--- config.mk ---
export PLATFORM = sky130hd
export DESIGN_NAME = sound_chip_dual_timer_status_top
export DESIGN_NICKNAME = d
export VERILOG_FILES = /design/src/rtl/core/scdt_pkg.sv /design/src/rtl/core/sound_chip_dual_timer_status_top.sv /design/src/rtl/core/scdt_ctrl.sv /design/src/rtl/core/scdt_dp.sv
export SDC_FILE = /design/constraint.sdc
export NUM_CORES = 1
export LEC_CHECK = 0
export BUFFER_PORTS_ARGS = -buffer_cell sky130_fd_sc_hd__buf_2
export CORE_AREA = 2 2 110 101
export CTS_CLUSTER_DIAMETER = 150
export DETAILED_ROUTE_END_ITERATION = 8
export DIE_AREA = 0 0 112 103
export MAX_ROUTING_LAYER = met4
export PLACE_DENSITY = 0.85
export SYNTH_ARGS = -nofsm -noshare
export SYNTH_HDL_FRONTEND = slang
export SYNTH_HIERARCHICAL = 1
export SYNTH_SLANG_ARGS = --single-unit
--- constraint.sdc ---
create_clock -name clk_i -period 7.57 [get_ports clk_i]
set_input_delay 0.3785 -clock clk_i [delete_from_list [all_inputs] [get_ports clk_i]]
set_output_delay 0.3785 -clock clk_i [all_outputs]
set_load 0.01 [all_outputs]
--- src/rtl/core/scdt_pkg.sv ---
// ----------------------------------------------------------------------------
// scdt_pkg
// shared types and constants of the dual interval timer with status
// ----------------------------------------------------------------------------
`timescale 1ns / 1ps
`default_nettype none

package scdt_pkg;

  // default parameter values
  localparam int TICK_DIVIDER_DEF = 144;
  localparam int BUSY_CYCLES_DEF  = 192;
  localparam int B_PRESCALE_DEF   = 16;

  // field widths
  localparam int ADDR_W   = 8;
  localparam int DATA_W   = 8;
  localparam int CYC_W    = 12;
  localparam int RAW_A_W  = 10;
  localparam int CNT_A_W  = 11;
  localparam int CNT_B_W  = 13;
  localparam int BUSY_W   = 8;
  localparam int PRE_W    = 4;
  localparam int PULSE_W  = 6;
  // remainder (below 256) plus a full cycle count
  localparam int ACC_W    = 13;

  localparam int S_TDATA_W = 32;
  localparam int M_TDATA_W = 16;

  // item kinds
  localparam logic CMD_WRITE   = 1'b0;
  localparam logic CMD_ADVANCE = 1'b1;

  // register addresses in bank 0
  localparam logic [ADDR_W-1:0] ADDR_TA_HI = 8'h24;
  localparam logic [ADDR_W-1:0] ADDR_TA_LO = 8'h25;
  localparam logic [ADDR_W-1:0] ADDR_TB    = 8'h26;
  localparam logic [ADDR_W-1:0] ADDR_CTRL  = 8'h27;

  localparam logic [1:0] MODE_CSM = 2'b10;

  typedef enum logic [1:0] {
    ST_IDLE,
    ST_RUN,
    ST_EMIT
  } scdt_state_e;

  typedef struct packed {
    logic accept;   // latch a new item
    logic tick;     // process one timer A tick
    logic capture;  // load the output register
  } scdt_cmd_t;

  typedef struct packed {
    logic tick_pending;  // accumulator still holds a full tick
  } scdt_sts_t;

endpackage

`default_nettype wire

--- src/rtl/core/sound_chip_dual_timer_status_top.sv ---
// ----------------------------------------------------------------------------
// sound_chip_dual_timer_status_top
// timer and status section of an fm sound chip
// ----------------------------------------------------------------------------
// usage
//   slave stream: one item is a register write (tuser 0) or an advance of
//   the master clock by cycle_count cycles (tuser 1)
//   master stream: one result item per input item, carrying the status byte
//   after the item, the csm key pulses of an advance and the ch3 mode
// sequencing
//   a write is accepted, then its result is loaded into the output register;
//   an advance runs the timer A ticks it covers in between ((remainder +
//   cycle_count) / TICK_DIVIDER ticks, up to 29 at the default divider);
//   the tick unit handles one tick per cycle and one item is in work at a
//   time, the next item is taken in the cycle after the result is loaded
// reset
//   timers stopped, periods 1024 and 4096, flags and busy cleared
// stalls
//   the result sits in an output register; while it waits the block still
//   takes and works the next item, and holds before emitting its result
// ----------------------------------------------------------------------------
`timescale 1ns / 1ps
`default_nettype none

module sound_chip_dual_timer_status_top #(
  parameter int TICK_DIVIDER = scdt_pkg::TICK_DIVIDER_DEF,
  parameter int BUSY_CYCLES  = scdt_pkg::BUSY_CYCLES_DEF,
  parameter int B_PRESCALE   = scdt_pkg::B_PRESCALE_DEF
) (
  input  wire                              clk_i,
  input  wire                              rst_ni,
  input  wire                              s_axis_tvalid_i,
  output logic                             s_axis_tready_o,
  // [0] port_sel, [8:1] reg_addr, [16:9] wdata, [28:17] cycle_count
  input  wire [scdt_pkg::S_TDATA_W-1:0]    s_axis_tdata_i,
  // [0] cmd
  input  wire                              s_axis_tuser_i,
  output logic                             m_axis_tvalid_o,
  input  wire                              m_axis_tready_i,
  // [7:0] status_byte, [13:8] csm_pulses, [14] ch3_special
  output logic [scdt_pkg::M_TDATA_W-1:0]   m_axis_tdata_o
);

  scdt_pkg::scdt_cmd_t cmd;
  scdt_pkg::scdt_sts_t sts;

  logic [7:0]                   status_byte;
  logic [scdt_pkg::PULSE_W-1:0] csm_pulses;
  logic                         ch3_special;

  // sequencer
  scdt_ctrl u_ctrl (
    .clk_i     (clk_i),
    .rst_ni    (rst_ni),
    .s_valid_i (s_axis_tvalid_i),
    .s_ready_o (s_axis_tready_o),
    .m_valid_o (m_axis_tvalid_o),
    .m_ready_i (m_axis_tready_i),
    .sts_i     (sts),
    .cmd_o     (cmd)
  );

  // timer state and output register
  scdt_dp #(
    .TICK_DIVIDER (TICK_DIVIDER),
    .BUSY_CYCLES  (BUSY_CYCLES),
    .B_PRESCALE   (B_PRESCALE)
  ) u_dp (
    .clk_i         (clk_i),
    .rst_ni        (rst_ni),
    .cmd_i         (cmd),
    .sts_o         (sts),
    .kind_i        (s_axis_tuser_i),
    .port_sel_i    (s_axis_tdata_i[0]),
    .reg_addr_i    (s_axis_tdata_i[8:1]),
    .wdata_i       (s_axis_tdata_i[16:9]),
    .cycle_count_i (s_axis_tdata_i[28:17]),
    .status_byte_o (status_byte),
    .csm_pulses_o  (csm_pulses),
    .ch3_special_o (ch3_special)
  );

  // bits 31:29 of the slave data are padding
  assign m_axis_tdata_o = {1'b0, ch3_special, csm_pulses, status_byte};

endmodule

`default_nettype wire

--- src/rtl/core/scdt_ctrl.sv ---
// ----------------------------------------------------------------------------
// scdt_ctrl
// sequencer: accept an item, run its ticks, hand the result to the output
// ----------------------------------------------------------------------------
`timescale 1ns / 1ps
`default_nettype none

module scdt_ctrl (
  input  wire                  clk_i,
  input  wire                  rst_ni,
  input  wire                  s_valid_i,
  output logic                 s_ready_o,
  output logic                 m_valid_o,
  input  wire                  m_ready_i,
  input  scdt_pkg::scdt_sts_t  sts_i,
  output scdt_pkg::scdt_cmd_t  cmd_o
);

  scdt_pkg::scdt_state_e state_q, state_d;
  logic m_valid_q, m_valid_d;
  logic out_free;

  assign out_free = !m_valid_q || m_ready_i;

  always_comb begin
    state_d = state_q;
    unique case (state_q)
      scdt_pkg::ST_IDLE: begin
        if (s_valid_i) state_d = scdt_pkg::ST_RUN;
      end
      scdt_pkg::ST_RUN: begin
        if (!sts_i.tick_pending) state_d = scdt_pkg::ST_EMIT;
      end
      scdt_pkg::ST_EMIT: begin
        if (out_free) state_d = scdt_pkg::ST_IDLE;
      end
      default: state_d = scdt_pkg::ST_IDLE;
    endcase
  end

  always_comb begin
    cmd_o     = '0;
    s_ready_o = 1'b0;
    m_valid_d = m_valid_q && !m_ready_i;
    unique case (state_q)
      scdt_pkg::ST_IDLE: begin
        s_ready_o    = 1'b1;
        cmd_o.accept = s_valid_i;
      end
      scdt_pkg::ST_RUN: begin
        cmd_o.tick = sts_i.tick_pending;
      end
      scdt_pkg::ST_EMIT: begin
        cmd_o.capture = out_free;
        if (out_free) m_valid_d = 1'b1;
      end
      default: ;
    endcase
  end

  always_ff @(posedge clk_i or negedge rst_ni) begin
    if (!rst_ni) begin
      state_q   <= scdt_pkg::ST_IDLE;
      m_valid_q <= 1'b0;
    end else begin
      state_q   <= state_d;
      m_valid_q <= m_valid_d;
    end
  end

  assign m_valid_o = m_valid_q;

endmodule

`default_nettype wire

--- src/rtl/core/scdt_dp.sv ---
// ----------------------------------------------------------------------------
// scdt_dp
// timer state, register decode, tick unit and output register
// ----------------------------------------------------------------------------
`timescale 1ns / 1ps
`default_nettype none

module scdt_dp #(
  parameter int TICK_DIVIDER = scdt_pkg::TICK_DIVIDER_DEF,
  parameter int BUSY_CYCLES  = scdt_pkg::BUSY_CYCLES_DEF,
  parameter int B_PRESCALE   = scdt_pkg::B_PRESCALE_DEF
) (
  input  wire                                 clk_i,
  input  wire                                 rst_ni,
  input  scdt_pkg::scdt_cmd_t                 cmd_i,
  output scdt_pkg::scdt_sts_t                 sts_o,
  input  wire                                 kind_i,
  input  wire                                 port_sel_i,
  input  wire [scdt_pkg::ADDR_W-1:0]          reg_addr_i,
  input  wire [scdt_pkg::DATA_W-1:0]          wdata_i,
  input  wire [scdt_pkg::CYC_W-1:0]           cycle_count_i,
  output logic [7:0]                          status_byte_o,
  output logic [scdt_pkg::PULSE_W-1:0]        csm_pulses_o,
  output logic                                ch3_special_o
);

  localparam int ACC_W = scdt_pkg::ACC_W;
  localparam int PCW   = scdt_pkg::PRE_W + 1;
  localparam logic [ACC_W-1:0] TICK_STEP = ACC_W'(TICK_DIVIDER);
  localparam logic [PCW-1:0]   PRE_WRAP  = PCW'(B_PRESCALE);
  localparam logic [scdt_pkg::BUSY_W-1:0] BUSY_LOAD = scdt_pkg::BUSY_W'(BUSY_CYCLES);
  localparam logic [scdt_pkg::PULSE_W-1:0] PULSE_MAX = '1;

  logic [scdt_pkg::RAW_A_W-1:0] raw_a_q;
  logic [scdt_pkg::DATA_W-1:0]  tb_data_q;
  logic [scdt_pkg::CNT_A_W-1:0] cnt_a_q;
  logic [scdt_pkg::CNT_B_W-1:0] cnt_b_q;
  logic                         run_a_q, run_b_q, csm_q, special_q;
  logic                         flag_a_q, flag_b_q, flag_busy_q;
  logic [scdt_pkg::BUSY_W-1:0]  busy_q;
  logic [ACC_W-1:0]             acc_q;
  logic [scdt_pkg::PRE_W-1:0]   pre_q;
  logic [scdt_pkg::PULSE_W-1:0] pulses_q;

  logic [scdt_pkg::CNT_A_W-1:0] period_a;
  logic [scdt_pkg::CNT_B_W-1:0] period_b;
  logic [scdt_pkg::CNT_A_W-1:0] cnt_a_dec;
  logic [scdt_pkg::CNT_B_W-1:0] cnt_b_dec;
  logic [PCW-1:0]               pre_inc;
  logic [8:0]                   tb_steps;
  logic                         bank0;

  // period A = 1024 - raw, period B = 16 * (256 - data)
  assign period_a  = 11'h400 - {1'b0, raw_a_q};
  assign tb_steps  = 9'h100 - {1'b0, tb_data_q};
  assign period_b  = {tb_steps, 4'b0000};
  assign cnt_a_dec = cnt_a_q - 1'b1;
  assign cnt_b_dec = cnt_b_q - 1'b1;
  assign pre_inc   = {1'b0, pre_q} + 1'b1;
  assign bank0     = (port_sel_i == 1'b0);

  assign sts_o.tick_pending = (acc_q >= TICK_STEP);

  always_ff @(posedge clk_i or negedge rst_ni) begin
    if (!rst_ni) begin
      raw_a_q     <= '0;
      tb_data_q   <= '0;
      cnt_a_q     <= 11'h400;
      cnt_b_q     <= 13'h1000;
      run_a_q     <= 1'b0;
      run_b_q     <= 1'b0;
      csm_q       <= 1'b0;
      special_q   <= 1'b0;
      flag_a_q    <= 1'b0;
      flag_b_q    <= 1'b0;
      flag_busy_q <= 1'b0;
      busy_q      <= '0;
      acc_q       <= '0;
      pre_q       <= '0;
      pulses_q    <= '0;
    end else if (cmd_i.accept) begin
      pulses_q <= '0;
      if (kind_i == scdt_pkg::CMD_WRITE) begin
        flag_busy_q <= 1'b1;
        busy_q      <= BUSY_LOAD;
        if (bank0) begin
          unique case (reg_addr_i)
            scdt_pkg::ADDR_TA_HI: raw_a_q   <= {wdata_i, raw_a_q[1:0]};
            scdt_pkg::ADDR_TA_LO: raw_a_q   <= {raw_a_q[9:2], wdata_i[1:0]};
            scdt_pkg::ADDR_TB:    tb_data_q <= wdata_i;
            scdt_pkg::ADDR_CTRL: begin
              if (wdata_i[0] && !run_a_q) cnt_a_q <= period_a;
              if (wdata_i[1] && !run_b_q) cnt_b_q <= period_b;
              run_a_q <= wdata_i[2];
              run_b_q <= wdata_i[3];
              if (wdata_i[4]) flag_a_q <= 1'b0;
              if (wdata_i[5]) flag_b_q <= 1'b0;
              special_q <= (wdata_i[7:6] != 2'b00);
              csm_q     <= (wdata_i[7:6] == scdt_pkg::MODE_CSM);
            end
            default: ;
          endcase
        end
      end else begin
        // busy countdown stops at zero
        if (busy_q != '0) begin
          if ({4'b0, busy_q} > cycle_count_i) begin
            busy_q <= busy_q - cycle_count_i[scdt_pkg::BUSY_W-1:0];
          end else begin
            busy_q      <= '0;
            flag_busy_q <= 1'b0;
          end
        end
        acc_q <= acc_q + {1'b0, cycle_count_i};
      end
    end else if (cmd_i.tick) begin
      acc_q <= acc_q - TICK_STEP;
      if (run_a_q) begin
        if (cnt_a_dec == '0) begin
          flag_a_q <= 1'b1;
          cnt_a_q  <= period_a;
          if (csm_q && (pulses_q != PULSE_MAX)) pulses_q <= pulses_q + 1'b1;
        end else begin
          cnt_a_q <= cnt_a_dec;
        end
      end
      if (pre_inc >= PRE_WRAP) begin
        pre_q <= '0;
        if (run_b_q) begin
          if (cnt_b_dec == '0) begin
            flag_b_q <= 1'b1;
            cnt_b_q  <= period_b;
          end else begin
            cnt_b_q <= cnt_b_dec;
          end
        end
      end else begin
        pre_q <= pre_inc[scdt_pkg::PRE_W-1:0];
      end
    end
  end

  // output register
  always_ff @(posedge clk_i) begin
    if (cmd_i.capture) begin
      status_byte_o <= {flag_busy_q, 5'b00000, flag_b_q, flag_a_q};
      csm_pulses_o  <= pulses_q;
      ch3_special_o <= special_q;
    end
  end

endmodule

`default_nettype wire

### Yosys cells after proc, flatten, opt, wreduce, memory -nomap -nowiden

Cells that the tools add are included.

* register bits after elaboration: 93
* bits of input ports: 37
* output and inout port bits: 18
* word-level logic and storage cells: 154

* add/sub/neg operators: 9
* order comparisons: 3
* equal/unequal tests: 21
* multiplexer cells: 60
* bitwise gates (word level): 5
* reductions and logical operators: 35

Operators with widths (count)
* $mux W13: 12
* $mux W11: 8
* $eq A8 B6 Y1 const B: 4
* $mux W6: 5
* $mux W1: 26
* $mux W8: 3
* $pmux W10 S2: 1
* $ne A2 B2 Y1 const B: 8
* $reduce_bool A2 Y1: 8
* $reduce_and A7 Y1: 2
* $add A13 B12 Y13: 1
* $ge A13 B8 Y1 const B: 1
* $logic_not A13 Y1: 1
* $sub A13 B1 Y13 const B: 1
* $sub A13 B8 Y13 const B: 1
* $gt A8 B12 Y1: 1
* $reduce_and A4 Y1: 3
* $logic_not A11 Y1: 1
* $sub A11 B1 Y11 const B: 1
* $sub A11 B10 Y11 const A: 1
* $ne A2 B1 Y1 const B: 5
* $reduce_and A5 Y1: 2
* $sub A9 B8 Y9 const A: 1
* $reduce_and A8 Y1: 1
* other kinds (19): 35

### Depth between registers and ports, before layout

* depth after elaboration: 7
* gate-level depth with buffers: 15
* mapped depth without buffers: 13

### Cells and area by module

The synthesis kept the hierarchy.

By module, submodules not included
* scdt_dp: times used 1, cells an instance 668, area each 5920.7 um^2, sequential area each 2304.7 um^2
* scdt_ctrl: times used 1, cells an instance 15, area each 155.1 um^2, sequential area each 75.1 um^2
* sound_chip_dual_timer_status_top: times used 1, cells an instance 3, area each 18.8 um^2, sequential area each 0.0 um^2

### Least setup slack after synthesis

No wires, ideal clock.

* path kind: flip-flop to flip-flop
* from: reg u_dp.acc_q[5]
* to: reg u_dp/cnt_b_q[5] in the netlist's numbering
* library setup time: 0.129 ns
* arrival time: 3.158 ns
* data required time: 7.441 ns
* path slack: 4.283 ns
* stages on the path, launching flop included: 16
* buffers on the path: 2
* period minus slack after synthesis: 3.287 ns
* path through: dfrtp_1 -> inv_1 -> ha_1 -> or4b_2 -> o31ai_1 -> a211o_1 -> inv_1 -> nor2_1 -> nor2b_1 -> clkbuf_1 -> nand3_1 -> o21a_1 -> clkbuf_1 -> nand2_1 -> nand2_1 -> a2111o_1

RTL lines
* from (decl): RTL line scdt_dp.sv:41 `logic [ACC_W-1:0] acc_q;`
* from (signal assigned): RTL line scdt_dp.sv:114 `acc_q <= acc_q + {1'b0, cycle_count_i};`
* from (signal assigned): RTL line scdt_dp.sv:117 `acc_q <= acc_q - TICK_STEP;`
* to (signal assigned): RTL line scdt_dp.sv:93 `if (wdata_i[1] && !run_b_q) cnt_b_q <= period_b;`
* to (signal assigned): RTL line scdt_dp.sv:132 `cnt_b_q <= period_b;`
* to (signal assigned): RTL line scdt_dp.sv:134 `cnt_b_q <= cnt_b_dec;`
* to (decl): RTL line scdt_dp.sv:37 `logic [scdt_pkg::CNT_B_W-1:0] cnt_b_q;`

==> run summary <==
status - finished, final reports clean
WL final - 14.6 mm
clk root buf - clkbuf_16
initial core utilization - 57.8%
hold_buf cts - 0
setup TNS - 0 ns
Resize count post-CTS - 0
Cells after Synth - 686
largest fanout on the critical path - 12
skew final - 0.00925 ns
Worst Setup Path Type - reg2reg
number of global-route vias before repair - 5,135
Post-synth ARST share - 89.2%
Max Clk Rate - 0.242 GHz
clock latency on the worst-skew pair - 0.35 ns
layout cells sized above 1 - 12.3%
final setup vio count - 0
multiplexer share of the synthesized area - 2.69%
post-synthesis simple-gate area fraction - 23.1%
antenna violations before repair - 0
max-slew violations - 0
RSZ-0062 raised after global routing - no
H-tree levels - 3
maxcap violations - 0
Final nets - 788
hold_ws - 0.205 ns
Yosys cell types - 75
post-synthesis cell area - 0.00609 mm2
fin crit period - 4.14 ns
CTS tree - built
final count of hold timing violations - 0
routed vias - 5,404
maximum VDD drop - 0.000160 V
DP HPWL - 10.3 mm
CTS Sinks - 93
remaining global-route overflow - 0
post-synth top area cell - dfrtp_1
top cell type's share of synthesized area - 33.3%
total power - 1.79 mW
Antenna Nets Post-Route - 0
EDFF count, synth - 10
Post-CTS Setup Inserts - 0
synthesized-area fraction occupied by adder cells - 6.82%
1st-iter DRT viols - 371
I/O Buffers - 45
CTS clk-pin slew, worst paths - 0.07 ns
period utilization - 54.7%
synthesis-stage register bit count - 93
number of core rows - 36
Die Span X - 112 um
CP Capture Type - flip-flop
Vias/cell - 6.31
Total Routing Usage GR - 26.9%
Area growth, synth to finish - 9.92%
main combinational cell family by area after synthesis - simple AND/OR/NAND/NOR gates
startpoint types - flip-flop
largest net degree at the start of global routing - 84
max_slew headroom - 24.0%
synthesized area per cell - 8.88 um2
Slew @ Worst Pin - 1.13 ns
Place WS - 3.45 ns
number of remaining DRC errors - 0
total die area - 0.0115 mm2
worst setup margin - 3.43 ns
routability cong. - 0.931
pwr dens - 267 mW/mm2
Yosys warnings - 6
first-pass GRT wire length - 24.4 mm
Die Ht - 103 um
core footprint - 0.0105 mm2
Worst Path Required - 7.79 ns
CTS Buf Count - 9
register area share after synthesis - 39.0%
Tightest Hold Check Type - in2async
wire length per cell - 17.1 um
Lkg Pwr - 3.11 nW
Primary FF master, synth - dfrtp_1
clock tree buffer depth - 2
num ports - 55
compound-gate portion of the synthesized area - 18.7%
1st-pass router iterations - 7
xor and xnor area share after synthesis - 5.03%
# diodes - 0
critical path arrival - 4.36 ns
top post-synthesis cells by area - dfrtp_1 33%, ha_1 6.2%, nand2_1 5.4%
-- state kept, by name, summed over array words and instances, names as in the netlist --
register,cells
u_dp/pre_q,4
u_dp/csm_q,1
u_dp/flag_b_q,1
u_dp/cnt_b_q,13
u_dp/run_a_q,1
u_dp/busy_q,8
u_dp/flag_a_q,1
u_dp/ch3_special_o,1
u_dp/acc_q,13
u_dp/special_q,1
u_dp/csm_pulses_o,6
u_dp/run_b_q,1
u_ctrl/m_valid_o,1
u_dp/raw_a_q,10
u_dp/pulses_q,6
u_dp/tb_data_q,8
u_dp/status_byte_o,3
u_dp/flag_busy_q,1
u_ctrl/state_q,2
u_dp/cnt_a_q,11
-- synthesized netlist by cell type, drive strengths merged, types with 8 or more instances --
cell type / instances
nor2: 48
a21o: 12
dfrtp: 81
edfxtp: 10
a211oi: 8
o31ai: 11
a21oi: 20
nand2b: 18
or3: 10
ha: 30
o21ai: 51
inv: 33
xnor2: 23
buf: 15
nand2: 88
nand3: 29
clkbuf: 15
nor4: 15
nor3: 21
xor2: 12
nand4: 11
mux2: 11
-- worst max-delay path, stage by stage (launching register included) --
cell and delay (ns):
dfrtp_1 0.42, inv_1 0.10, ha_1 0.15, or4b_2 0.60, o31ai_1 0.26, a211o_1 0.25, inv_1 0.05, nor2_1 0.33
nor2b_1 0.57, nand3_1 0.37, o21a_1 0.36, nor3_2 0.40, a211oi_1 0.14
-- cell usage in the layout, fill, tap and decap left out, types with 4 or more instances in the layout --
cell / Yosys / layout
a211o_1: 4 / 4
a211oi_1: 8 / 8
a21o_1: 12 / 12
a21oi_1: 20 / 20
a31oi_1: 6 / 6
and2_1: 4 / 4
and3_1: 4 / 4
buf_2: 4 / 44
buf_4: 7 / 4
clkbuf_16: 0 / 9
conb_1: 2 / 6
dfrtp_1: 81 / 81
edfxtp_1: 10 / 10
ha_1: 30 / 30
inv_1: 33 / 33
mux2_2: 11 / 11
mux2i_1: 4 / 4
nand2_1: 88 / 88
nand2b_1: 17 / 17
nand3_1: 29 / 29
nand4_1: 11 / 11
nor2_1: 48 / 48
nor2b_1: 7 / 7
nor3_1: 20 / 20
nor3b_1: 4 / 4
nor4_1: 15 / 15
nor4b_1: 4 / 4
o21a_1: 5 / 5
o21ai_0: 51 / 51
o22ai_1: 5 / 5
o2bb2ai_1: 7 / 7
o31ai_1: 11 / 11
or3_1: 9 / 9
xnor2_1: 23 / 23
xor2_1: 12 / 12
-- worst paths after layout --
path,start,end,slack [ns],depth (start not counted)
max,u_dp/acc_q[5],u_dp/cnt_b_q[11],3.43,12
min,rst_ni,u_dp/acc_q[1],0.21,1
max reg2reg,u_dp/acc_q[5],u_dp/cnt_b_q[11],3.43,12
min reg2reg,u_dp/special_q,u_dp/ch3_special_o,0.44,0
max in group asynchronous,rst_ni,u_dp/cnt_a_q[1],6.66,1
min in group clk_i,s_axis_tdata_i[13],u_dp/flag_a_q,0.26,2
-- per-stage QoR --
stage / util [%] / cell area (um2) / instances
final: 63.6 / 6700 / 857
after detailed placement: 60.5 / 6370 / 841
after global routing: 63.6 / 6700 / 857
after global placement: 60.5 / 6370 / 841
after CTS: 63.6 / 6700 / 857
after floorplan: - / 6110 / 690
-- area by class of cell --
class,instances,area (um2)
Clock inverter,7,98.8
Clock buffer,9,225
Tap cell,133,166
Inverter,34,128
Timing Repair Buffer,48,250
Sequential cell,93,2380
Multi-Input combinational cell,533,3450
Fill cell,873,3840
-- power by group --
| part | switching (mW) | internal [mW] | leakage, nW |
|---|---|---|---|
| clock | 0.199 | 0.291 | 0.156 |
| sequential | 0.0812 | 0.577 | 1.17 |
| combinational | 0.375 | 0.266 | 1.78 |
-- cell families after synthesis --
group | Yosys count
AO/OA/AOI/OAI | 166
adder cells (fa/ha/maj) | 32
other | 2
buffers and inverters | 64
multiplexers | 15
flip-flops | 93
AND/OR/NAND/NOR | 279
XOR/XNOR | 35
-- metal layers --
metal  up-vias  wire length [um]  track usage (%)
met5         -                 0                -
met4         0               278             9.47
met3        28               975             5.64
met2       218              7190             44.1
met1      2616              6180             33.6
li1       2542                 -                -
(Power assumes the default switching activity.)
